`config.mk`:
```
export PLATFORM = sky130hd
export DESIGN_NAME = tmn_lane
export DESIGN_NICKNAME = d
export VERILOG_FILES = /design/src/rtl/tmn_pkg.sv /design/src/rtl/tmn_lane.sv
export SDC_FILE = /design/constraint.sdc
export NUM_CORES = 1
export LEC_CHECK = 0
export BUFFER_PORTS_ARGS = -buffer_cell sky130_fd_sc_hd__buf_2
export CORE_MARGIN = 1.5
export CORE_UTILIZATION = 31
export DETAILED_ROUTE_END_ITERATION = 6
export PLACE_DENSITY = 0.64
export SLEW_MARGIN = 10
export SYNTH_ARGS = -nofsm -noshare
export SYNTH_HDL_FRONTEND = slang
export SYNTH_SLANG_ARGS = --single-unit
```
`constraint.sdc`:
```
create_clock -name vclk -period 8.6
set_input_delay 0.43 -clock vclk [all_inputs]
set_output_delay 0.43 -clock vclk [all_outputs]
set_load 0.03 [all_outputs]
```
`src/rtl/tmn_pkg.sv`:
```
`default_nettype none
// ----------------------------------------------------------------------------
// tmn_pkg
// Shared constants and the thruster allocation table of the normalized mixer.
// ----------------------------------------------------------------------------
package tmn_pkg;

	localparam int N_AXES      = 6;
	localparam int N_LANES     = 8;
	localparam int N_GRP_LANES = 4;
	localparam int N_GROUPS    = N_LANES / N_GRP_LANES;

	localparam int AX_SURGE = 0;
	localparam int AX_SWAY  = 1;
	localparam int AX_HEAVE = 2;
	localparam int AX_ROLL  = 3;
	localparam int AX_PITCH = 4;
	localparam int AX_YAW   = 5;

	localparam int LN_H0 = 0;
	localparam int LN_H1 = 1;
	localparam int LN_H2 = 2;
	localparam int LN_H3 = 3;
	localparam int LN_V0 = 4;
	localparam int LN_V1 = 5;
	localparam int LN_V2 = 6;
	localparam int LN_V3 = 7;

	typedef enum logic [1:0] {
		COEF_ZERO,
		COEF_POS,
		COEF_NEG
	} coef_t;

	// columns: surge sway heave roll pitch yaw, each entry a quarter
	localparam coef_t MIX_COEF [N_LANES][N_AXES] = '{
		'{COEF_POS,  COEF_NEG,  COEF_ZERO, COEF_ZERO, COEF_ZERO, COEF_NEG },
		'{COEF_POS,  COEF_POS,  COEF_ZERO, COEF_ZERO, COEF_ZERO, COEF_POS },
		'{COEF_NEG,  COEF_POS,  COEF_ZERO, COEF_ZERO, COEF_ZERO, COEF_NEG },
		'{COEF_NEG,  COEF_NEG,  COEF_ZERO, COEF_ZERO, COEF_ZERO, COEF_POS },
		'{COEF_ZERO, COEF_ZERO, COEF_NEG,  COEF_NEG,  COEF_POS,  COEF_ZERO},
		'{COEF_ZERO, COEF_ZERO, COEF_NEG,  COEF_POS,  COEF_POS,  COEF_ZERO},
		'{COEF_ZERO, COEF_ZERO, COEF_NEG,  COEF_NEG,  COEF_NEG,  COEF_ZERO},
		'{COEF_ZERO, COEF_ZERO, COEF_NEG,  COEF_POS,  COEF_NEG,  COEF_ZERO}
	};

endpackage
`default_nettype wire

```
`src/rtl/tmn_lane.sv`:
```
`default_nettype none
// ----------------------------------------------------------------------------
// tmn_lane
// One thruster lane: signed sum of the command axes, floor divide by four,
// and the magnitude of the result.
// ----------------------------------------------------------------------------
module tmn_lane #(
	parameter int SW   = 16,
	parameter int LANE = 0
) (
	input  wire logic signed [SW-1:0] cmd [tmn_pkg::N_AXES],
	output logic signed [SW-1:0]      thr,
	output logic        [SW-2:0]      mag
);
	import tmn_pkg::*;

	logic signed [SW+2:0] acc;
	logic signed [SW+2:0] shf;
	logic signed [SW-1:0] neg;

	always_comb begin
		acc = '0;
		for (int a = 0; a < N_AXES; a++) begin
			case (MIX_COEF[LANE][a])
				COEF_POS: acc = acc + (SW+3)'(cmd[a]);
				COEF_NEG: acc = acc - (SW+3)'(cmd[a]);
				default:  acc = acc;
			endcase
		end
	end

	assign shf = acc >>> 2;
	assign thr = shf[SW-1:0];
	assign neg = -thr;
	assign mag = thr[SW-1] ? neg[SW-2:0] : thr[SW-2:0];

endmodule
`default_nettype wire

```
==> flow_summary.json, run 1 <==
{
  "start_util": 0.318,
  "crit_fanout": 16,
  "hp-class": "primary input to primary output",
  "combPwrFrac": 1.000,
  "num_rows": 26,
  "cap_violations": 0,
  "yosysWarnings": 0,
  "layout_commonest_cell": "buf_2",
  "seq_area_sq_um": 0,
  "hpwl_um": 3260,
  "finalSetupTns_ps": 0,
  "drtIter0Drc": 79,
  "drc_errors": 0,
  "yosys-top-cells-area": "fa_1, ha_1, xnor2_1",
  "yosys.area.top_type_share": 0.174,
  "ios": 127,
  "nClkBuffers": 0,
  "power_leakage_nw": 1.08,
  "placedCellCount": 352,
  "fin_crit_ps": 4770,
  "post_drt_wl_per_cell_um": 10.5,
  "final_cell_mix": "buf_2, inv_1, xnor2_1",
  "worst_slew_pin_slew_ps": 1110,
  "crit_type": "primary input to primary output",
  "power_frac_seq": 0,
  "grt_max_degree": 17,
  "post_cts_resized": 0,
  "die_area_sq_um": 5640,
  "cts_hold_buf": 0,
  "cp.required_ps": 8170,
  "finalSetupViolations": 0,
  "place_congestion": 0.825,
  "p_per_area_nw_per_um2": 287,
  "vias_per_cell": 4.73,
  "worstPathArrival_ps": 4340,
  "ant_nets": 0,
  "synthToLayoutAreaGrowth_pct": 27.8,
  "startpoint_type": "primary input",
  "antenna_found_initial": 0,
  "synth_largest_area_cell": "fa_1",
  "pwr-share-clk": 0,
  "fin_crit_sh": 0.554,
  "ys_types": 49,
  "seq_cell_count": 0,
  "post_cts_buffers": 0,
  "status": "finished, final reports clean",
  "grt_pass1_wl_um": 5780,
  "drtPass1Iterations": 4,
  "gr-total-overflow": 0,
  "die_h_um": 75.1,
  "ir_worst_vdd_uv": 158,
  "report.final.hold_viol_count": 0,
  "max-slew-margin-rel": 0.237,
  "synth_area_sq_um": 1610,
  "power_mw": 0.590,
  "grt_pass1_vias": 1420,
  "drive_gt1_frac": 0.323,
  "layout.nets": 413,
  "end_kind": "primary output",
  "p_int_mw": 0.194,
  "syn_inst": 210,
  "fp.dieW_um": 75.1,
  "syn_nets": 339,
  "wirelength_um": 3690,
  "diodes": 0,
  "grtUsageTotal": 0.122,
  "maxSlewViolCount": 0,
  "swShare": 0.671,
  "coreArea_sq_um": 5070,
  "p_switching_mw": 0.396,
  "rsz0062_at_grt": "no",
  "vias": 1665,
  "max_freq_ghz": 0.210,
  "yosysSeqAreaShare": 0,
  "port_buffers": 79,
  "finalNonFillerCells": 352,
  "syn_avg_cell_area_sq_um": 7.67
}
==> through the flow <==
stage | util | setup slack, ps | instance area [sq um] | hold WS [ps]
finish | 0.406 | 3830 | 2060 | 1370
global route | 0.406 | 3450 | 2060 | 1420
CTS | 0.406 | 3830 | 2060 | 1380
detailed placement | 0.406 | 3840 | 2060 | 1370
global placement | 0.406 | 3900 | 2060 | 1380
floorplan | - | 4370 | 1610 | 1210
==> per-layer routing <==
layer,part of all wire,track usage
met5,0,0
met4,0,0
met3,0.048,0
met2,0.49,0.233
met1,0.47,0.165
==> logic make-up (layout without fill, tap and decap cells) <==
| kind of cell | Yosys count | after routing | synth area share |
|---|---|---|---|
| buffers and inverters | 45 | 117 | 0.110 |
| muxes | 1 | 1 | 0.00621 |
| and+or+nand+nor | 49 | 49 | 0.165 |
| xor gates and xnor gates | 28 | 28 | 0.157 |
| adders and majority gates | 33 | 33 | 0.321 |
| AOI/OAI and AO/OA | 54 | 54 | 0.241 |
==> power by group through the flow <==
stage / Sequential (mW) / Combinational [mW] / Clock (mW)
finish: 0 / 0.590 / 0
global route: 0 / 0.641 / 0
CTS: 0 / 0.595 / 0
detailed placement: 0 / 0.593 / 0
floorplan: 0 / 0.451 / 0
global placement: 0 / 0.589 / 0
==> final timing paths <==
kind / from / end / cells past startpoint
max: cmd[4] / mag[10] / 13
min: cmd[81] / mag[0] / 4
==> synthesized netlist by cell type (2+ instances only) <==
cell type / number
a211oi_1: 4
a21o_1: 7
a21oi_1: 14
buf_4: 2
clkbuf_1: 4
fa_1: 14
ha_1: 19
inv_1: 38
nand2_1: 18
nand2b_1: 2
nand3_1: 3
nand3b_1: 2
nor2_1: 5
nor2b_1: 2
nor3_1: 3
o211ai_1: 3
o21ai_0: 9
o31ai_1: 3
or2_2: 2
or3_1: 2
xnor2_1: 22
xor2_1: 5
==> worst max-delay path, cell delays in order <==
cell,delay (ps)
buf_2,70
inv_1,40
fa_1,470
ha_1,420
and3_4,250
a221oi_4,380
o221ai_1,280
a21oi_1,300
nand2_1,80
mux2i_1,830
o21ai_0,290
xnor2_1,260
buf_2,230
==> area by class of cell <==
class | instances | area (sq um)
multi-input cells | 165 | 1430
inverters | 38 | 143
repair buffers | 79 | 395
well taps | 70 | 87.6
fillers | 555 | 3020
(Power assumes the default switching activity.)
==> run 2, diff against run 1 <==
--- a/config.mk
+++ b/config.mk
@@ -9,7 +9,7 @@
 export CORE_MARGIN = 1.5
 export CORE_UTILIZATION = 31
 export DETAILED_ROUTE_END_ITERATION = 6
-export PLACE_DENSITY = 0.64
+export PLACE_DENSITY = 0.66
 export SLEW_MARGIN = 10
 export SYNTH_ARGS = -nofsm -noshare
 export SYNTH_HDL_FRONTEND = slang
==> constraint.sdc (replaced) <==
create_clock -name vclk -period 4
set_input_delay 0.2 -clock vclk [all_inputs]
set_output_delay 0.2 -clock vclk [all_outputs]
set_load 0.03 [all_outputs]
==> run 2 against run 1 <==
Sequential share of layout area unchanged; design area up 1.5%; count of clock-buffer cells in the layout unchanged; core utilization up 0.59 points; flip-flop and latch count unchanged; critical path type unchanged; largest cell class unchanged.
==> flow_summary.json, run 2 (synthesis gave the netlist of run 1 again) <==
{
  "status": "finished, final reports clean",
  "fin_crit_sh": 0.941,
  "power_leakage_nw": 1.10,
  "placedCellCount": 356,
  "ant_nets": 0,
  "fp.dieW_um": 75.1,
  "final_cell_mix": "buf_2, inv_1, xnor2_1",
  "finalSetupViolations": 0,
  "grtUsageTotal": 0.123,
  "gr-total-overflow": 0,
  "diodes": 0,
  "die_h_um": 75.1,
  "cts_hold_buf": 0,
  "end_kind": "primary output",
  "crit_type": "primary input to primary output",
  "place_congestion": 0.798,
  "start_util": 0.318,
  "startpoint_type": "primary input",
  "fin_util": 0.412,
  "seq_area_sq_um": 0,
  "drc_errors": 0,
  "drive_gt1_frac": 0.332,
  "power_mw": 1.29,
  "cp.required_ps": 3800,
  "worstPathArrival_ps": 3560,
  "report.final.hold_viol_count": 0,
  "coreArea_sq_um": 5070,
  "layout_commonest_cell": "buf_2",
  "finalSetupTns_ps": 0,
  "crit_start": "cmd[2]",
  "worst_slew_pin_slew_ps": 476,
  "power_frac_seq": 0,
  "layout.nets": 417,
  "swShare": 0.664,
  "seq_cell_count": 0,
  "vias": 1649,
  "maxSlewViolCount": 0,
  "hp-start": "cmd[81]",
  "crit_fanout": 6,
  "max-slew-margin-rel": 0.681,
  "post_cts_buffers": 0,
  "grt_pass1_vias": 1409,
  "fin_crit_ps": 3760,
  "ir_worst_vdd_uv": 343,
  "synthToLayoutAreaGrowth_pct": 29.7,
  "drtPass1Iterations": 4,
  "hpwl_um": 3300,
  "p_switching_mw": 0.853,
  "post_cts_resized": 0,
  "wirelength_um": 3660,
  "hp-class": "primary input to primary output",
  "hold_depth": 4,
  "grt_pass1_wl_um": 5750,
  "max_freq_ghz": 0.266,
  "die_area_sq_um": 5640,
  "ios": 127,
  "drtIter0Drc": 46,
  "num_rows": 26,
  "cap_violations": 0,
  "port_buffers": 79,
  "nClkBuffers": 0,
  "combPwrFrac": 1.000,
  "pwr-share-clk": 0,
  "post_drt_wl_per_cell_um": 10.3,
  "vias_per_cell": 4.63,
  "p_per_area_nw_per_um2": 615,
  "finalNonFillerCells": 356,
  "min_to": "mag[0]",
  "grt_max_degree": 17,
  "antenna_found_initial": 0,
  "p_int_mw": 0.432,
  "rsz0062_at_grt": "no"
}
## run 2: worst max-delay path: stages
cell and delay, ps:
buf_2 70, inv_1 40, fa_1 470, ha_1 400
and3_4 210, a221oi_4 370, o21ai_2 120, xor2_2 180
or3b_4 430, or4_4 450, o41ai_2 250, xnor2_1 160
buf_2 210
## run 2: power groups by stage
stage | combinational, mW | sequential (mW) | clock, mW
floorplan | 0.969 | 0 | 0
global placement | 1.28 | 0 | 0
detailed placement | 1.29 | 0 | 0
CTS | 1.29 | 0 | 0
global route | 1.40 | 0 | 0
finish | 1.29 | 0 | 0
## run 2: worst max path at each step
stage | end | depth (start not counted)
6_report | mag[14] | 13
5_1_grt | mag[13] | 13
4_1_cts | mag[14] | 13
3_5_place_dp | mag[14] | 13
3_3_place_gp | mag[14] | 13
2_1_floorplan | mag[10] | 10
## run 2: area by class of cell
type | count | area (sq um)
inverters | 38 | 143
well taps | 70 | 87.6
fillers | 547 | 2990
multi-input cells | 165 | 1430
repair buffers | 83 | 425
## run 2: through the flow
| step | worst slack, ps | area, sq um | hold WS [ps] |
|---|---|---|---|
| after detailed placement | 225 | 2090 | 934 |
| after CTS | 235 | 2090 | 938 |
| after global routing | 53.5 | 2090 | 983 |
| final | 236 | 2090 | 933 |
| after global placement | 245 | 2090 | 919 |
| after floorplan | 230 | 1610 | 754 |
## run 2: metal layers
layer	routed length [um]	share of wire	vias to the layer above	GRT usage
met1	1760	0.48	743	0.171
met3	130	0.036	0	0
met5	0	0	-	0
met2	1760	0.48	46	0.230
met4	0	0	0	0
li1	-	-	860	-
