===== src/rtl/tmn_div_step.sv =====
`default_nettype none
// ----------------------------------------------------------------------------
// tmn_div_step
// One restoring division step: compare the partial remainder with the
// divisor, subtract on success and emit one quotient bit.
// ----------------------------------------------------------------------------
module tmn_div_step #(
	parameter int SW = 16
) (
	input  wire logic [SW-1:0] part,
	input  wire logic [SW-2:0] dvsr,
	output logic               qbit,
	output logic      [SW-2:0] rem
);
	logic [SW-1:0] dext;
	logic [SW-1:0] diff;

	assign dext = {1'b0, dvsr};
	assign diff = part - dext;
	assign qbit = part >= dext;
	assign rem  = qbit ? diff[SW-2:0] : part[SW-2:0];

endmodule
`default_nettype wire


===== config.mk =====
export PLATFORM = sky130hd
export DESIGN_NAME = tmn_div_step
export DESIGN_NICKNAME = d
export VERILOG_FILES = /design/src/rtl/tmn_div_step.sv
export SDC_FILE = /design/constraint.sdc
export NUM_CORES = 1
export LEC_CHECK = 0
export BUFFER_PORTS_ARGS = -buffer_cell sky130_fd_sc_hd__buf_2
export CELL_PAD_IN_SITES_DETAIL_PLACEMENT = 1
export CELL_PAD_IN_SITES_GLOBAL_PLACEMENT = 2
export CORE_MARGIN = 10
export CORE_UTILIZATION = 27
export DETAILED_ROUTE_END_ITERATION = 10
export GPL_TIMING_DRIVEN = 0
export PLACE_DENSITY = 0.89
export SLEW_MARGIN = 20
export SYNTH_ARGS = -nofsm -noshare
export SYNTH_HDL_FRONTEND = slang
export SYNTH_SLANG_ARGS = --single-unit

===== constraint.sdc =====
create_clock -name vclk -period 4.4
set_input_delay 0.88 -clock vclk [all_inputs]
set_output_delay 0.88 -clock vclk [all_outputs]
set_load 0.005 [all_outputs]

==> key figures, run 1 <==
Outcome
  – Status: completed

Placed design
  – Placed cell areas: approximately 1500 µm²
  – Dpl cells: 262
  – Pre-CTS setup slack: 0.101 ns
  – Post-DP HPWL: between 3000 and 4000 µm
  – Port Buf Inserts: 47
  – GP Congestion: 0.765

Final layout
  – Final net count: 259
  – Synthesis-to-finish area growth: 26.4%
  – Util after Layout: a little over a third
  – Final cell count without fillers: 262
  – Register area: 0 µm²
  – Fillers: 568
  – Clkbuf count: 0
  – Diodes inserted: 0
  – Ratio of cells with drive above 1 in the final layout: 32.4%
  – Seq_cells: 0
  – Layout Cell Area excl Fill: 1500 µm²

Clocking
  – Hold-fix buffers at CTS: 0

STA
  – Max-slew violations: 0
  – Worst-Margin Slew: 0.707 ns
  – Period minus WS final: 4.25 ns
  – Final TNS setup: 0 ns
  – Post-layout worst setup margin: 0.154 ns
  – Tcrit/Tclk final: 96.5%
  – Number of setup violations in the final report: 0
  – FMAX: 236 MHz
  – Slew HR: between 50% and 60%
  – RSZ-0062 raised after global routing: false
  – Hold Vio Cnt, Final: 0

Setup path
  – Worst Path Required: 3.52 ns
  – Crit end category: primary output
  – Critical Path Start Type: primary input
  – Max incr delay on CP: around 0.40 ns
  – Cell Chain, Critical Path: buf_2 -> inv_1 -> ha_1 -> fa_1 -> and2b_2 -> o2111ai_2 -> and3_4 -> buf_6 -> o211a_1 -> buf_6 -> inv_4 -> mux2_2 -> buf_2
  – WS Path Type: in2out
  – CP max FO: 9
  – Arrival @ worst endpoint: around 3.4 ns
  – Critical path's slowest cell: fa_1

Logic synthesis
  – Synth warn: 0
  – Post-Syn Area: 1180 µm²
  – Synth Area in Compound Gates: 39.1%
  – Post-synthesis mux area share: roughly 9.2%
  – Synth Area in XOR/XNOR: 2.22%
  – Largest family of logic cells by synthesized area: compound AO/OA/AOI/OAI gates
  – Simple-gate share of the synthesized area: a little over a fifth
  – Share of the synthesized area in the top cell type: about 16%
  – Post-synthesis cell count: 163
  – Post-Synth Adder-Cell Area: 17.5%
  – Synth Area per Inst: approximately 7.3 µm²
  – Top post-synthesis cells by area: ha_1 (16%), inv_1 (6.7%), mux2_2 (6.7%), o2111ai_1 (5.9%), a21oi_1 (4.6%)
  – Post-Syn Nets: 210
  – Synth area leader: ha_1
  – Register area share after synthesis: 0%
  – Post-synthesis cell type count: 48

Global routing
  – Initial antenna violation count: 0
  – Remaining Overflow, GRT: 0
  – Largest net degree at the start of global routing: 11
  – GRT Overall Usage: just over 10%
  – First-pass GRT wire length: around 6800 µm
  – Vias in the first global route: 1,479

Power and ir drop
  – Maximum vdd drop: approximately 0.049 mV
  – Power density over the cells: about 150 nW/µm²
  – Leakage: about 0.74 nW

Routing
  – Post-route ant nets: 0
  – DRT iter0 DRCs: 57
  – Drt first pass iters: 4
  – Post-Route WL: 4070 µm
  – DR vias: 1,467
  – Routed len/inst: 15.5 µm
  – Vias per cell: 5.60
  – DRC violations left: 0

Floorplan
  – Die Wd: 86.2 µm
  – Die ar.: 7440 µm²
  – Die Span Y: 86.2 µm
  – Core area: 4290 µm²
  – Num ports: 47
  – Cell Rows: 24
  – Initial Utilization: 27.6%

Run
  – Max-Cap Viols: 0

Hold path
  – Hold path endpoint: rem[8]
  – Hold Path Depth: 3
  – Hold path start: part[8]
  – Worst Hold Class: in2out
==> worst max-delay path by stage <==
stage / start / to / slack, ns
after floorplan: part[0] / rem[2] / 0.54
after global placement: part[0] / rem[6] / 0.11
after detailed placement: part[0] / rem[9] / 0.10
after CTS: part[0] / rem[6] / 0.09
after global routing: part[0] / rem[3] / 0.003
final: part[0] / rem[6] / 0.15
==> per-layer routing <==
layer / wire length, µm / part of all wire [%] / up-vias / global-route usage [%]
met5: 0 / 0 / - / 0
met4: 0 / 0 / 0 / 0
met3: 162 / 4.0 / 0 / 1.13
met2: 2020 / 50 / 34 / 18.9
met1: 1890 / 46 / 701 / 13.4
li1: - / - / 732 / -
==> cells in the mapped netlist (5+ instances only) <==
| master | number |
|---|---|
| a21oi_1 | 11 |
| a31oi_1 | 6 |
| ha_1 | 15 |
| inv_1 | 21 |
| mux2_2 | 7 |
| nor2_1 | 6 |
| o2111ai_1 | 8 |
| o21a_1 | 6 |
| o21ai_0 | 5 |
==> report_power, final <==
group / internal [mW] / leakage (nW) / switching, mW / total [mW]
clock network: 0 / 0 / 0 / 0
registers: 0 / 0 / 0 / 0
logic: 0.107 / 0.743 / 0.118 / 0.225
==> cell families after synthesis <==
group	after synthesis
mux	10
fa+ha+maj	16
simple gates	43
compound gates	63
xor+xnor	3
buf+inv	28
==> timing repair <==
| item | 4_1_cts | 5_1_grt |
|---|---|---|
| setup endpoints to repair | 0 | 8 |
| gates resized for setup | 0 | 3 |
| endpoints found under the hold margin | 0 | 0 |
| setup buffers | 0 | 0 |
==> critical path, delay by kind of cell <==
kind / cells / cell delay, ns
and+or+nand+nor: 2 / 0.51
muxes: 1 / 0.34
AOI/OAI and AO/OA: 2 / 0.37
adders and majority gates: 2 / 0.61
buffers and inverters: 6 / 0.63
==> metrics by stage <==
stage,total power [mW],hold WS (ns)
floorplan,0.148,1.85
global placement,0.221,2.08
finish,0.225,2.08
detailed placement,0.224,2.08
CTS,0.226,2.08
global route,0.254,2.11
==> placed cells by master (no fill, tap or decap), types with 4 or more instances in the layout <==
cell	count
nor2_1	6
o21a_1	6
ha_1	15
or2_2	4
inv_1	21
o21ai_0	5
a31oi_1	6
o2111ai_1	7
buf_2	49
nor3_1	4
a21o_1	4
nor2b_1	4
o31ai_1	4
a21oi_1	11
mux2_2	7
==> cell type report <==
cell class / count / area, µm² / share of cell area (%)
multi-input cells: 135 / 1070 / 71.3
plain buffers: 6 / 43.8 / 2.92
repair buffers: 47 / 235 / 15.7
well taps: 52 / 65.1 / 4.34
inverters: 22 / 85.1 / 5.68
Note: power is estimated with default switching activity, not from simulation.
==> inputs of run 2 (changes only) <==
PLACE_DENSITY = 0.88   (was 0.89)
==> run 2 against run 1 <==
Worst hold slack got worse by 0.0016 ns. Via count decreased by 1.1%. Cell count unchanged. Routed wire length decreased by 0.15%. Critical endpoint is now rem[5]. Final area unchanged. Count of clock-buffer cells in the layout unchanged. First-iteration DRC count increased by 23%. Die area unchanged. Combinational power about the same. Sequential share of layout area unchanged. Power increased by 0.47%.
==> key figures, run 2 (synthesis gave the netlist of run 1 again) <==
Outcome
  – Status: completed

Power and ir drop
  – Part of the power in registers: 0%
  – Gate power share: 100.0%
  – Switching share of power: 52.5%
  – Int Power: 0.107 mW
  – Power density over the cells: ~150 nW/µm²
  – Sw power: 0.119 mW
  – Clock share of power: 0%
  – Maximum vdd drop: 0.0454 mV
  – Leakage: 0.743 nW

Global routing
  – GRT Overall Usage: 9.95%
  – First-pass GRT wire length: ~6600 µm
  – Vias in the first global route: 1,475
  – Initial antenna violation count: 0
  – Remaining Overflow, GRT: 0
  – Largest net degree at the start of global routing: 11

Final layout
  – Final cell count without fillers: 262
  – Fillers: 570
  – Register area: 0 µm²
  – Layout Cell Area excl Fill: between 1000 and 1500 µm²
  – Area taken by multi-input logic gates: about 1100 µm²
  – Final net count: between 200 and 300
  – Commonest non-fill, non-tap cell in the layout: buf_2
  – Seq_cells: 0
  – Diodes inserted: 0
  – Ratio of cells with drive above 1 in the final layout: around 32%
  – Synthesis-to-finish area growth: 26.4%
  – Clkbuf count: 0
  – Commonest non-fill, non-tap cells in the layout: buf_2 (49), inv_1 (21), ha_1 (15)

Setup path
  – Worst Path Required: 3.52 ns
  – Delay-heaviest family, CP: buffers and inverters
  – CP max FO: 9
  – Max incr delay on CP: ~0.4 ns
  – Critical Path Start Type: primary input
  – Cell Chain, Critical Path: buf_2 -> inv_1 -> ha_1 -> fa_1 -> and2b_2 -> o2111ai_2 -> and3_4 -> buf_6 -> o211a_1 -> buf_6 -> inv_4 -> mux2_2 -> buf_2
  – Critical path's slowest cell: fa_1
  – CP bufs+invs: 6
  – WS Path Type: in2out
  – Crit end category: primary output
  – Arrival @ worst endpoint: 3.37 ns

Routing
  – Post-Route WL: just over 4000 µm
  – DRC violations left: 0
  – Routed len/inst: roughly 16 µm
  – Post-route ant nets: 0
  – Vias per cell: 5.54
  – DR vias: 1,451
  – DRT iter0 DRCs: 70
  – Drt first pass iters: 4

STA
  – Slew HR: 51.5%
  – Max-slew violations: 0
  – Final TNS setup: 0 ns
  – Hold Vio Cnt, Final: 0
  – FMAX: 235 MHz
  – Period minus WS final: 4.25 ns
  – Worst-Margin Slew: about 0.72 ns
  – Tcrit/Tclk final: 96.6%
  – RSZ-0062 raised after global routing: false
  – Number of setup violations in the final report: 0

Hold path
  – Worst Hold Class: in2out

Placed design
  – Post-DP HPWL: around 3500 µm
  – GP Congestion: 0.796
  – Port Buf Inserts: 47
  – Dpl cells: 262
  – Placed cell areas: between 1000 and 1500 µm²

Run
  – Max-Cap Viols: 0

Floorplan
  – Num ports: 47
  – Die Wd: 86.2 µm
  – Cell Rows: 24
  – Die ar.: 7440 µm²
  – Initial Utilization: approximately 28%
  – Die Span Y: between 80 and 90 µm
  – Core area: 4290 µm²

Clocking
  – Hold-fix buffers at CTS: 0
  – Postcts setup bufs: 0
  – # resized after CTS: 0
==> run 2: cell counts in the layout (fill, tap and decap cells not counted) <==
No cell type changed its count.
==> run 2: stage by stage <==
| step | setup slack, ns | total power [mW] | hold WS (ns) | utilization [%] |
|---|---|---|---|---|
| finish | 0.151 | 0.226 | 2.08 | 34.9 |
| global route | 0.00104 | 0.254 | 2.10 | 34.9 |
| CTS | 0.0832 | 0.226 | 2.08 | 34.6 |
| global placement | 0.112 | 0.221 | 2.08 | 34.6 |
| detailed placement | 0.0847 | 0.225 | 2.08 | 34.6 |
| floorplan | 0.540 | 0.148 | 1.85 | - |
==> run 2: area by class of cell <==
class                      instances  area share (%)
timing repair buffer              47            15.7
inverter                          22            5.68
multi-input combinational        135            71.3
tap                               52            4.34
buffer                             6            2.92
==> run 2: path summary, 6_finish.rpt <==
| check | from | slack, ns | end | cells past startpoint |
|---|---|---|---|---|
| worst max-delay path | part[0] | 0.15 | rem[5] | 13 |
| worst min-delay path | part[8] | 2.08 | rem[8] | 3 |
==> run 2: power groups by stage <==
stage	logic (mW)	clock network (mW)	registers, mW
finish	0.226	0	0
global route	0.254	0	0
CTS	0.226	0	0
detailed placement	0.225	0	0
global placement	0.221	0	0
floorplan	0.148	0	0
==> run 2: routing by layer <==
metal	up-vias	routed length, µm	global-route usage, %
li1	731	-	-
met1	685	1900	12.6
met2	35	1920	17.9
met3	0	247	1.88
met4	0	0	0
met5	-	0	0
==> inputs of run 3 (changes only) <==
clock period = 4.7 ns   (was 4.4 ns; I/O delays follow)
==> run 3 against run 2 <==
Cell count is the same. Global-route usage is the same. Routed wire length shrank 0.34%. Worst setup slack gained 0.12 ns. Combinational power shrank 8%. Flip-flop and latch count is the same. Worst hold slack gained 0.12 ns. Via count grew 0.62%. Non-clock buffer count is the same. Largest cell class unchanged.
==> key figures, run 3 (synthesis gave the netlist of run 1 again) <==
Outcome
  – Status: completed

Final layout
  – Ratio of cells with drive above 1 in the final layout: 31.0%
  – Clkbuf count: 0
  – Layout Cell Area excl Fill: between 1000 and 1500 µm²
  – Final cell count without fillers: 262
  – Final net count: 259
  – Diodes inserted: 0
  – Synthesis-to-finish area growth: 25.3%
  – Commonest non-fill, non-tap cells in the layout: buf_2 (49), inv_1 (21), ha_1 (15)
  – Commonest non-fill, non-tap cell in the layout: buf_2
  – Seq_cells: 0
  – Register area: 0 µm²
  – Area taken by multi-input logic gates: between 1000 and 1500 µm²
  – Fillers: 569

Power and ir drop
  – Part of the power in registers: 0%
  – Clock share of power: 0%
  – Power density over the cells: 141 nW/µm²
  – Power, Total: about 0.21 mW
  – Switching share of power: 52.6%
  – Leakage: 0.742 nW
  – Sw power: 0.110 mW
  – Gate power share: 100.0%
  – Maximum vdd drop: 0.0465 mV
  – Int Power: 0.0989 mW

Clocking
  – Hold-fix buffers at CTS: 0
  – Postcts setup bufs: 0
  – # resized after CTS: 0

Global routing
  – GRT Overall Usage: 9.95%
  – Remaining Overflow, GRT: 0
  – Initial antenna violation count: 0
  – Largest net degree at the start of global routing: 11
  – First-pass GRT wire length: 6590 µm
  – Vias in the first global route: 1,475

Run
  – Max-Cap Viols: 0

STA
  – Period minus WS final: 4.43 ns
  – RSZ-0062 raised after global routing: false
  – Number of setup violations in the final report: 0
  – Slew HR: 51.7%
  – Hold Vio Cnt, Final: 0
  – Final TNS setup: 0 ns
  – Max-slew violations: 0
  – Tcrit/Tclk final: 94.3%
  – Hold_ws: 2.20 ns
  – Worst-Margin Slew: 0.720 ns
  – FMAX: 226 MHz

Routing
  – DRC violations left: 0
  – DR vias: 1,460
  – Met3 WL: 221 µm
  – Post-route ant nets: 0
  – Drt first pass iters: 4
  – Max layer used: met3
  – Metal2 WL: around 1900 µm
  – DRT iter0 DRCs: 68
  – Wire length on met1: 1910 µm
  – Vias per cell: 5.57
  – Routed len/inst: 15.5 µm
  – Post-Route WL: 4050 µm

Setup path
  – Critical path's slowest cell: fa_1
  – Arrival @ worst endpoint: roughly 3.5 ns
  – WS Path Type: in2out
  – Worst Path Required: ~3.8 ns
  – Cell Chain, Critical Path: buf_2 -> inv_1 -> ha_1 -> fa_1 -> and2b_1 -> o2111ai_1 -> and3_1 -> buf_6 -> o211a_1 -> buf_6 -> inv_4 -> mux2_2 -> buf_2
  – Critical Path Start Type: primary input
  – CP max FO: 9
  – Crit end category: primary output
  – Max incr delay on CP: roughly 0.4 ns

Placed design
  – Placed cell areas: 1490 µm²
  – Post-DP HPWL: ~3500 µm
  – Port Buf Inserts: 47
  – GP Congestion: between 0.7 and 0.8
  – Dpl cells: 262

Hold path
  – Hold path start: part[8]
  – Hold path endpoint: rem[8]
  – Hold Path Depth: 3
  – Worst Hold Class: in2out

Floorplan
  – Die Wd: 86.2 µm
  – Cell Rows: 24
  – Core area: 4290 µm²
  – Initial Utilization: approximately 28%
  – Die Span Y: 86.2 µm
  – Die ar.: 7440 µm²
  – Num ports: 47
[run 3: cell counts in the layout (fill, tap and decap cells not counted)]
Identical to the previous run, type by type.
[run 3: area by class of cell]
cell class / instances / share of cell area [%]
inverter: 22 / 5.73
buffer: 6 / 2.95
tap: 52 / 4.38
timing repair buffer: 47 / 15.8
multi-input combinational: 135 / 71.1
[run 3: worst max path at each step]
stage / endpoint / cells past startpoint / slack [ns] / startpoint
global placement: rem[5] / 13 / 0.29 / part[0]
finish: rem[5] / 13 / 0.27 / part[0]
global route: rem[4] / 13 / 0.11 / part[0]
detailed placement: rem[5] / 13 / 0.26 / part[0]
CTS: rem[5] / 13 / 0.26 / part[0]
floorplan: rem[2] / 11 / 0.72 / part[0]
[run 3: power groups by stage]
| stage | clock network, mW | logic (mW) | registers [mW] |
|---|---|---|---|
| 2_1_floorplan | 0 | 0.139 | 0 |
| 3_3_place_gp | 0 | 0.207 | 0 |
| 3_5_place_dp | 0 | 0.211 | 0 |
| 4_1_cts | 0 | 0.212 | 0 |
| 5_1_grt | 0 | 0.235 | 0 |
| 6_report | 0 | 0.209 | 0 |
[run 3: routing by layer]
| layer | track usage, % | up-vias |
|---|---|---|
| met3 | 1.88 | 0 |
| met4 | 0 | 0 |
| met1 | 12.6 | 701 |
| li1 | - | 730 |
| met5 | 0 | - |
| met2 | 17.9 | 29 |
[run 3: critical path: cells and delay by family]
family	cells	cell delay, ns
AO/OA/AOI/OAI	2	0.40
AND/OR/NAND/NOR	2	0.52
multiplexers	1	0.34
buffers and inverters	6	0.65
adder cells (fa/ha/maj)	2	0.62
[run 3: metrics by stage]
stage | setup slack [ns] | util [%]
floorplan | 0.720 | -
global placement | 0.292 | 34.6
detailed placement | 0.265 | 34.6
CTS | 0.263 | 34.6
global route | 0.106 | 34.6
finish | 0.270 | 34.6
