$ cat config.mk
export PLATFORM = sky130hd
export DESIGN_NAME = tmn_merge
export DESIGN_NICKNAME = d
export VERILOG_FILES = /design/src/rtl/tmn_pkg.sv /design/src/rtl/tmn_merge.sv
export SDC_FILE = /design/constraint.sdc
export NUM_CORES = 1
export LEC_CHECK = 0
export BUFFER_PORTS_ARGS = -buffer_cell sky130_fd_sc_hd__buf_2
export CAP_MARGIN = 20
export CORE_MARGIN = 4
export CORE_UTILIZATION = 40
export DETAILED_ROUTE_END_ITERATION = 16
export GPL_TIMING_DRIVEN = 0
export PLACE_DENSITY = 0.69
export SYNTH_ARGS = -nofsm -noshare
export SYNTH_HDL_FRONTEND = slang
export SYNTH_SLANG_ARGS = --single-unit
$ cat constraint.sdc
create_clock -name vclk -period 4.5
set_clock_uncertainty 0.2 [all_clocks]
set_input_delay 0.225 -clock vclk [all_inputs]
set_output_delay 0.225 -clock vclk [all_outputs]
set_load 0.03 [all_outputs]
$ cat src/rtl/tmn_pkg.sv
`default_nettype none
// ----------------------------------------------------------------------------
// tmn_pkg
// Shared constants and the thruster allocation table of the normalized mixer.
// ----------------------------------------------------------------------------
package tmn_pkg;

	localparam int N_AXES      = 6;
	localparam int N_LANES     = 8;
	localparam int N_GRP_LANES = 4;
	localparam int N_GROUPS    = N_LANES / N_GRP_LANES;

	localparam int AX_SURGE = 0;
	localparam int AX_SWAY  = 1;
	localparam int AX_HEAVE = 2;
	localparam int AX_ROLL  = 3;
	localparam int AX_PITCH = 4;
	localparam int AX_YAW   = 5;

	localparam int LN_H0 = 0;
	localparam int LN_H1 = 1;
	localparam int LN_H2 = 2;
	localparam int LN_H3 = 3;
	localparam int LN_V0 = 4;
	localparam int LN_V1 = 5;
	localparam int LN_V2 = 6;
	localparam int LN_V3 = 7;

	typedef enum logic [1:0] {
		COEF_ZERO,
		COEF_POS,
		COEF_NEG
	} coef_t;

	// columns: surge sway heave roll pitch yaw, each entry a quarter
	localparam coef_t MIX_COEF [N_LANES][N_AXES] = '{
		'{COEF_POS,  COEF_NEG,  COEF_ZERO, COEF_ZERO, COEF_ZERO, COEF_NEG },
		'{COEF_POS,  COEF_POS,  COEF_ZERO, COEF_ZERO, COEF_ZERO, COEF_POS },
		'{COEF_NEG,  COEF_POS,  COEF_ZERO, COEF_ZERO, COEF_ZERO, COEF_NEG },
		'{COEF_NEG,  COEF_NEG,  COEF_ZERO, COEF_ZERO, COEF_ZERO, COEF_POS },
		'{COEF_ZERO, COEF_ZERO, COEF_NEG,  COEF_NEG,  COEF_POS,  COEF_ZERO},
		'{COEF_ZERO, COEF_ZERO, COEF_NEG,  COEF_POS,  COEF_POS,  COEF_ZERO},
		'{COEF_ZERO, COEF_ZERO, COEF_NEG,  COEF_NEG,  COEF_NEG,  COEF_ZERO},
		'{COEF_ZERO, COEF_ZERO, COEF_NEG,  COEF_POS,  COEF_NEG,  COEF_ZERO}
	};

endpackage
`default_nettype wire

$ cat src/rtl/tmn_merge.sv
`default_nettype none
// ----------------------------------------------------------------------------
// tmn_merge
// Largest magnitude of a group of four lanes and the flag that asks for
// scaling when it exceeds one.
// ----------------------------------------------------------------------------
module tmn_merge #(
	parameter int SW = 16,
	parameter int FB = 14
) (
	input  wire logic [SW-2:0] mag [tmn_pkg::N_GRP_LANES],
	output logic      [SW-2:0] mx,
	output logic               scale
);
	import tmn_pkg::*;

	localparam longint unsigned ONE = 64'd1 << FB;

	logic [SW-2:0] m01;
	logic [SW-2:0] m23;

	assign m01   = (mag[0] > mag[1]) ? mag[0] : mag[1];
	assign m23   = (mag[2] > mag[3]) ? mag[2] : mag[3];
	assign mx    = (m01 > m23) ? m01 : m23;
	assign scale = 64'(mx) > ONE;

endmodule
`default_nettype wire

==> flow_summary.toml, run 1 <==
[run_status]
status = "completed"

[cts]
hold_buffers = 0

[placed_design]
gp_congestion = 0.890
dpl.hpwl_um = 4850
io_buffers = 76

[grt]
grt_pass1_vias = 1997
overflow = 0
antenna_found_initial = 0
grt.total_usage = 0.183
grt_pass1_wl_um = 8420
grt_max_degree = 11

[pwr]
cellLeakagePower_nw = 1.36
p_per_area_nw_per_um2 = 226
p_total_uw = 554
ir_drop_mv = 0.0965

[cells_and_area]
layout_common_cells = "buf_2 (73), inv_1 (44), ha_1 (44), a21oi_1 (33), nor2_1 (30)"
final_common_cell = "buf_2"
nClkBuffers = 0
syn2layout_area_growth_pct = 34.1
antenna_cells = 0
seq_cells = 0
regArea_um2 = 0
drive_gt1_frac = 0.330
nets = 458

[timing]
timing.setup.tns_ps = 0
hold_viol_final = 0
relSlewSlack = 0.736
setup_viol = 0
fmax_mhz = 232
finalMaxSlewViolations = 0
fin_crit_ps = 4320
period_share = 0.960
tightest_slew_ps = 396
holdWs_ps = 745

[detailed_routing]
wire_per_inst_um = 13.7
detail-route-antenna-nets = 0
vias_per_cell = 5.44
drc = 0
wl_um = 5530
num_vias = 2197
dr.pass1.iters = 4
drt_iter0_markers = 75

[critical_path]
cp.arrival_ps = 3890
critPathRequiredTime_ps = 4070
worstSetupPathType = "in -> out"
endpoint_kind = "output pin"
crit_path_max_fanout = 10
crit_path_start_kind = "primary input"

[synthesis]
syn_inst = 265
netlist_area_um2 = 1820
synth-warning-count = 0
syn-num-nets = 369
ys_seq_area_frac = 0
synth_cell_type_count = 39
syn_avg_cell_area_um2 = 6.88

[die]
num_rows = 24
die_w_um = 75.5
die-area_um2 = 5700
dieHeight_um = 75.5
io_pins = 76
core_um2 = 4380
initial_utilization = 0.416

[hold_path]
hold_depth = 4
hold_class = "in -> out"
hp-start = "mag[49]"
hold_end = "mx[4]"

[run]
maxCapViolCount = 0
-- power breakdown --
group	internal, mW	switching, mW	total [mW]	leakage [nW]
clock	0	0	0	0
sequential	0	0	0	0
combinational	0.230	0.323	0.554	1.36
total	0.230	0.323	0.554	1.36
-- cells by family after synthesis --
| group | share of synthesized area |
|---|---|
| AND/OR/NAND/NOR | 0.222 |
| AO/OA/AOI/OAI | 0.263 |
| buffers and inverters | 0.109 |
| adder cells (fa/ha/maj) | 0.302 |
| multiplexers | 0.104 |
-- stage by stage --
stage | area (um2) | setup WS [ps] | cells | utilization
finish | 2440 | 181 | 404 | 0.558
global route | 2440 | -34.2 | 404 | 0.558
CTS | 2310 | 11.5 | 394 | 0.526
detailed placement | 2270 | -589 | 393 | 0.518
global placement | 2270 | -516 | 393 | 0.518
floorplan | 1830 | -59.2 | 265 | -
-- worst max path at each step --
stage | from | endpoint | cells past startpoint
6_report | mag[32] | mx[9] | 18
5_1_grt | mag[13] | mx[9] | 20
4_1_cts | mag[13] | mx[7] | 20
3_5_place_dp | mag[12] | mx[7] | 21
3_3_place_gp | mag[13] | mx[7] | 21
2_1_floorplan | mag[13] | mx[10] | 19
-- cells in the mapped netlist, drive strengths merged --
library cell	n	share of area
inv	44	0.091
nand4	9	0.034
buf	1	0.0082
clkbuf	5	0.010
or2	2	0.0069
nand3b	2	0.0082
a211oi	6	0.027
nand3	3	0.0082
o311ai	1	0.0089
and4	2	0.011
a41o	1	0.0055
o221a	1	0.0062
a21oi	42	0.12
o211ai	2	0.0082
nor2	30	0.062
nor2b	1	0.0034
a22oi	1	0.0041
o21bai	2	0.0082
nor3	8	0.027
or4	1	0.0041
nand2	9	0.019
mux2i	19	0.10
o31ai	1	0.0069
a22o	1	0.0048
o21ai	7	0.019
a211o	2	0.0096
a32o	1	0.0055
nor4	10	0.034
and2	1	0.0034
ha	44	0.30
a21o	6	0.025
-- metal layers --
layer / up-vias / track usage / wire [um]
met5: - / 0 / 0
met3: 6 / 0.0106 / 450
met1: 965 / 0.246 / 2540
li1: 1144 / - / -
met4: 0 / 0.0214 / 54
met2: 82 / 0.330 / 2480
-- cell type report --
class	count	area [um2]
fill	439	1940
multi-input combinational	215	1690
timing repair buffer	87	473
inverter	44	165
tap	52	65.1
buffer	6	47.5
-- worst max-delay path, cell delays in order --
cell	delay, ps
buf_2	110
inv_1	60
ha_1	330
a21oi_1	240
a21oi_2	110
o311ai_4	320
a21oi_4	140
clkbuf_2	230
a21oi_1	240
inv_1	70
ha_1	300
nand4_1	140
o21bai_1	190
o221a_2	270
a21oi_4	260
buf_8	200
mux2i_1	260
buf_4	200
-- timing repair --
item                                    CTS  global route
resized for setup                         7            26
endpoints found under the hold margin     0             0
setup buffers                             1            10
endpoints found under the setup margin   16            14
pin swaps                                 1             4
No activity file was read; power rests on OpenSTA's default activity.
==> inputs of run 2 (changes only) <==
--- a/config.mk
+++ b/config.mk
@@ -6,7 +6,6 @@
 export NUM_CORES = 1
 export LEC_CHECK = 0
 export BUFFER_PORTS_ARGS = -buffer_cell sky130_fd_sc_hd__buf_2
-export CAP_MARGIN = 20
 export CORE_MARGIN = 4
 export CORE_UTILIZATION = 40
 export DETAILED_ROUTE_END_ITERATION = 16
==> constraint.sdc (replaced) <==
create_clock -name vclk -period 4.5
set_clock_uncertainty 0.2 [all_clocks]
set_input_delay 0.9 -clock vclk [all_inputs]
set_output_delay 0.9 -clock vclk [all_outputs]
set_load 0.03 [all_outputs]
==> run 2 against run 1 <==
The run now ends with negative setup slack left. Non-clock buffer count grew 23. Setup slack got worse by 1200 ps. Cell count increased by 5.7%. Utilization grew 28 points. Sequential share of layout area unchanged. Count of clock-buffer cells in the layout unchanged. Final area increased by 50%. Routed wire length grew 35%. Critical path type unchanged. Critical endpoint is now mx[10]. Highest routed layer unchanged.
==> flow_summary.toml, run 2 (same netlist as run 1, synthesis figures left out) <==
[pwr]
pwr-share-seq = 0
ir_drop_mv = 0.217
pwr-share-comb = 1.000
p_clk_frac = 0
p_int_uw = 458
p_total_uw = 927
sw_frac_of_total = 0.506
cellLeakagePower_nw = 1.61
p_per_area_nw_per_um2 = 253
switchingPower_uw = 469

[detailed_routing]
dr.pass1.iters = 4
num_vias = 2436
drt_iter0_markers = 112
wire_per_inst_um = 17.5
vias_per_cell = 5.70
detail-route-antenna-nets = 0
wl_um = 7480
drc = 0

[grt]
grtUsageMet1 = 0.295
grt_pass1_vias = 2252
use_met2 = 0.401
overflow = 0
grt_pass1_wl_um = 9920
use_met3 = 0.0132
grt.total_usage = 0.220
grt_max_degree = 11
busiest_layer = "met2"
antenna_found_initial = 0

[timing]
setup_viol = 16
finalMaxSlewViolations = 0
rsz0062_at_grt = "yes"
fmax_mhz = 180
relSlewSlack = 0.769
hold_viol_final = 0
holdWs_ps = 2060
tightest_slew_ps = 337
period_share = 1.23
fin_crit_ps = 5550
worst_slack_ps = -1050

[critical_path]
crit_path_max_fanout = 7
path_common_cell = "buf_6"
endpoint_kind = "output pin"
critPathRequiredTime_ps = 3400
worstPathCellList = "buf_6 > inv_2 > ha_4 > nand4_1 > buf_6 > nor3_4 > o31ai_4 > a21oi_2 > clkbuf_8 > clkbuf_16 > a21oi_4 > ha_4 > a21o_1 > a21o_1 > a21oi_1 > nor2_2 > a211oi_4 > a32o_2 > a21oi_4 > buf_12 > mux2i_4 > buf_6"
crit_family = "compound AO/OA/AOI/OAI gates"
slowest_stage = "a21oi_4"
worstSetupPathType = "in -> out"
cpPeakStageDelay_ps = 270
crit_path_start_kind = "primary input"
cp.arrival_ps = 4450
cp_num_buf_inv = 7

[placed_design]
dpl.hpwl_um = 5240
gp_congestion = 0.836
dpl.cell_count = 393
io_buffers = 76

[cells_and_area]
fin_util = 0.838
drive_gt1_frac = 0.637
final_common_cell = "buf_2"
layout.cells.non_filler = 427
antenna_cells = 0
nets = 481
layout_common_cells = "buf_2 (47), buf_4 (32), buf_6 (28), inv_1 (24), ha_4 (24)"
regArea_um2 = 0
seq_cells = 0
multiInputGateArea_um2 = 2450
syn2layout_area_growth_pct = 101
fill_cells = 255
nClkBuffers = 0

[die]
dieHeight_um = 75.5
io_pins = 76
die_w_um = 75.5
num_rows = 24
core_um2 = 4380
die-area_um2 = 5700
initial_utilization = 0.416

[run_status]
violations = "negative setup slack"
status = "finished, violations left"

[cts]
hold_buffers = 0

[hold_path]
hold_class = "in -> out"

[run]
maxCapViolCount = 0
[run 2: changes by cell type in the layout (fill, tap and decap cells not counted), moves of 8 or more]
| cell | delta |
|---|---|
| buf_4 | +18 |
| nor2_1 | -11 |
| a21oi_4 | +12 |
| buf_6 | +28 |
| buf_2 | -26 |
| inv_1 | -20 |
| mux2i_1 | -17 |
| ha_1 | -24 |
| ha_4 | +24 |
| mux2i_4 | +13 |
| a21oi_2 | +8 |
| a21oi_1 | -20 |
| inv_2 | +16 |
[run 2: what timing repair did]
item,in CTS,in global routing
gates resized for setup,59,51
setup endpoints to repair,16,16
cloned,3,1
pin swaps,12,12
buffers inserted,20,10
[run 2: worst min-delay path, delay by kind of cell]
| kind | cells | cell delay [ps] |
|---|---|---|
| mux | 1 | 140 |
| compound gates | 1 | 70 |
| buf+inv | 2 | 250 |
[run 2: power groups by stage]
stage	clock network, mW	registers [mW]	logic, mW
floorplan	0	0	0.529
global placement	0	0	0.673
detailed placement	0	0	0.679
CTS	0	0	0.825
global route	0	0	0.984
finish	0	0	0.927
[run 2: path summary, 6_finish.rpt]
kind	depth (start not counted)	slack (ps)	endpoint	start
max	22	-1050	mx[10]	mag[12]
min	4	2060	mx[12]	mag[27]
[run 2: final cells by class]
type,instances,area share
tap,52,0.0177
buffer,6,0.0351
timing repair buffer,110,0.229
multi-input combinational,215,0.667
inverter,44,0.0511
[run 2: per-stage QoR]
| step | area (um2) | setup WS [ps] | TNS (ps) |
|---|---|---|---|
| 6_report | 3670 | -1050 | -16290 |
| 5_1_grt | 3670 | -1210 | -18870 |
| 4_1_cts | 3320 | -964 | -14820 |
| 3_5_place_dp | 2880 | -1350 | -19920 |
| 3_3_place_gp | 2880 | -1340 | -19750 |
| 2_1_floorplan | 2430 | -687 | -10380 |
[run 2: routing by layer]
metal,up-vias,share of wire
li1,1202,-
met1,1152,0.41
met2,72,0.52
met3,10,0.049
met4,0,0.019
met5,-,0
==> inputs of run 3 (changes only) <==
--- a/config.mk
+++ b/config.mk
@@ -10,7 +10,7 @@
 export CORE_UTILIZATION = 40
 export DETAILED_ROUTE_END_ITERATION = 16
 export GPL_TIMING_DRIVEN = 0
-export PLACE_DENSITY = 0.69
+export PLACE_DENSITY = 0.71
 export SYNTH_ARGS = -nofsm -noshare
 export SYNTH_HDL_FRONTEND = slang
 export SYNTH_SLANG_ARGS = --single-unit
==> constraint.sdc (replaced) <==
create_clock -name vclk -period 4.75
set_clock_uncertainty 0.2 [all_clocks]
set_input_delay 0.95 -clock vclk [all_inputs]
set_output_delay 0.95 -clock vclk [all_outputs]
set_load 0.03 [all_outputs]
==> run 3 against run 2 <==
The flow still finishes with violations (negative setup slack). Final area rose by 3.8%. Combinational power fell by 1%. Via count rose by 6.5%. Critical path depth rose by 1. Hold slack improved by 95 ps. Flip-flop and latch count did not move. Critical path type unchanged. Largest cell class unchanged. Largest power group unchanged.
==> flow_summary.toml, run 3 (same netlist as run 1, synthesis figures left out) <==
[run_status]
status = "finished, violations left"
violations = "negative setup slack"

[critical_path]
crit_path_max_fanout = 7
critPathRequiredTime_ps = 3600
cpPeakStageDelay_ps = 360
critPathLaunch = "mag[14]"
crit_path_start_kind = "primary input"
cp.arrival_ps = 4610
worstSetupPathType = "in -> out"
worstPathCellList = "buf_6 > inv_4 > ha_4 > buf_4 > nand2_1 > o21ai_1 > nor3_4 > a21oi_2 > clkbuf_8 > clkbuf_8 > nor2_2 > a21oi_2 > ha_1 > a21o_1 > a21oi_2 > nor2_2 > a211oi_4 > a32o_2 > a21oi_4 > buf_12 > buf_12 > mux2i_4 > buf_6"
endpoint_kind = "output pin"
slowest_stage = "o21ai_1"
path_common_cell = "a21oi_2"

[detailed_routing]
dr.pass1.iters = 4
num_vias = 2595
wire_per_inst_um = 19.9
drc = 0
drt_iter0_markers = 148
wl_um = 8680
vias_per_cell = 5.95
detail-route-antenna-nets = 0

[placed_design]
dpl.hpwl_um = 5240
io_buffers = 76
place_ws_ps = -1180
post_dp_cell_area_um2 = 2880
gp_congestion = 0.847

[timing]
finalMaxSlewViolations = 0
rsz0062_at_grt = "yes"
relSlewSlack = 0.701
hold_viol_final = 0
worst_slack_ps = -1010
period_share = 1.21
fmax_mhz = 174
fin_crit_ps = 5760
tightest_slew_ps = 449
setup_viol = 16

[pwr]
sw_frac_of_total = 0.501
pwr-share-comb = 1.000
p_total_uw = 915
p_int_uw = 456
p_clk_frac = 0
pwr-share-seq = 0
ir_drop_mv = 0.216
switchingPower_uw = 459
p_per_area_nw_per_um2 = 240
cellLeakagePower_nw = 1.68

[grt]
antenna_found_initial = 0
overflow = 0
grt_max_degree = 11
grt_pass1_vias = 2300
grt_pass1_wl_um = 10600
grt.total_usage = 0.237

[cells_and_area]
layout_common_cells = "buf_4 (44), buf_2 (37), buf_6 (28), inv_1 (22), ha_4 (22)"
nets = 490
drive_gt1_frac = 0.659
final_common_cell = "buf_4"
final_cell_area_um2 = 3810
seq_cells = 0
syn2layout_area_growth_pct = 109
nClkBuffers = 0
regArea_um2 = 0
antenna_cells = 0

[die]
die_w_um = 75.5
core_um2 = 4380
num_rows = 24
die-area_um2 = 5700
dieHeight_um = 75.5
io_pins = 76
initial_utilization = 0.416

[cts]
hold_buffers = 0

[hold_path]
hp-start = "mag[49]"
hold_class = "in -> out"

[run]
maxCapViolCount = 0
run 3: cell count changes in the layout (fill, tap and decap cells not counted), sizes merged:
cell,previous run,this run
buf,110,118
clkbuf,6,7
run 3: final timing paths:
kind,endpoint,slack [ps],depth (start not counted)
min,mx[4],2150,4
max,mx[13],-1010,23
run 3: what timing repair did:
item | 4_1_cts | 5_1_grt
buffers inserted | 22 | 16
setup endpoints to repair | 16 | 16
cloned | 4 | 1
gates resized for setup | 78 | 59
pin swaps | 22 | 24
run 3: layout make-up:
| cell class | count | area, um2 |
|---|---|---|
| fillers | 209 | 572 |
| repair buffers | 119 | 998 |
| multi-input cells | 215 | 2430 |
| plain buffers | 6 | 119 |
| inverters | 44 | 200 |
| well taps | 52 | 65.1 |
run 3: power groups by stage:
stage | clock, mW | sequential [mW] | combinational [mW]
floorplan | 0 | 0 | 0.501
global placement | 0 | 0 | 0.635
detailed placement | 0 | 0 | 0.644
CTS | 0 | 0 | 0.800
global route | 0 | 0 | 0.961
finish | 0 | 0 | 0.915
run 3: per-stage QoR:
stage | hold slack (ps) | util | setup TNS, ps | cells
final | 2150 | 0.870 | -15120 | 436
after global placement | 2220 | 0.656 | -16880 | 393
after detailed placement | 2220 | 0.656 | -17060 | 393
after global routing | 2170 | 0.870 | -16600 | 436
after floorplan | 1990 | - | -7980 | 265
after CTS | 2150 | 0.782 | -12150 | 419
run 3: critical path: cells and delay by family:
kind / cells / cell delay [ps]
compound gates: 8 / 1620
buf+inv: 8 / 1020
fa+ha+maj: 2 / 520
simple gates: 4 / 280
mux: 1 / 180
run 3: routing by layer:
metal  GRT usage  up-vias  wire length [um]
li1            -     1218                 -
met3     0.00792       31               609
met4      0.0155        0               244
met1       0.315     1227              3250
met2       0.443      119              4580
met5           0        -                 0
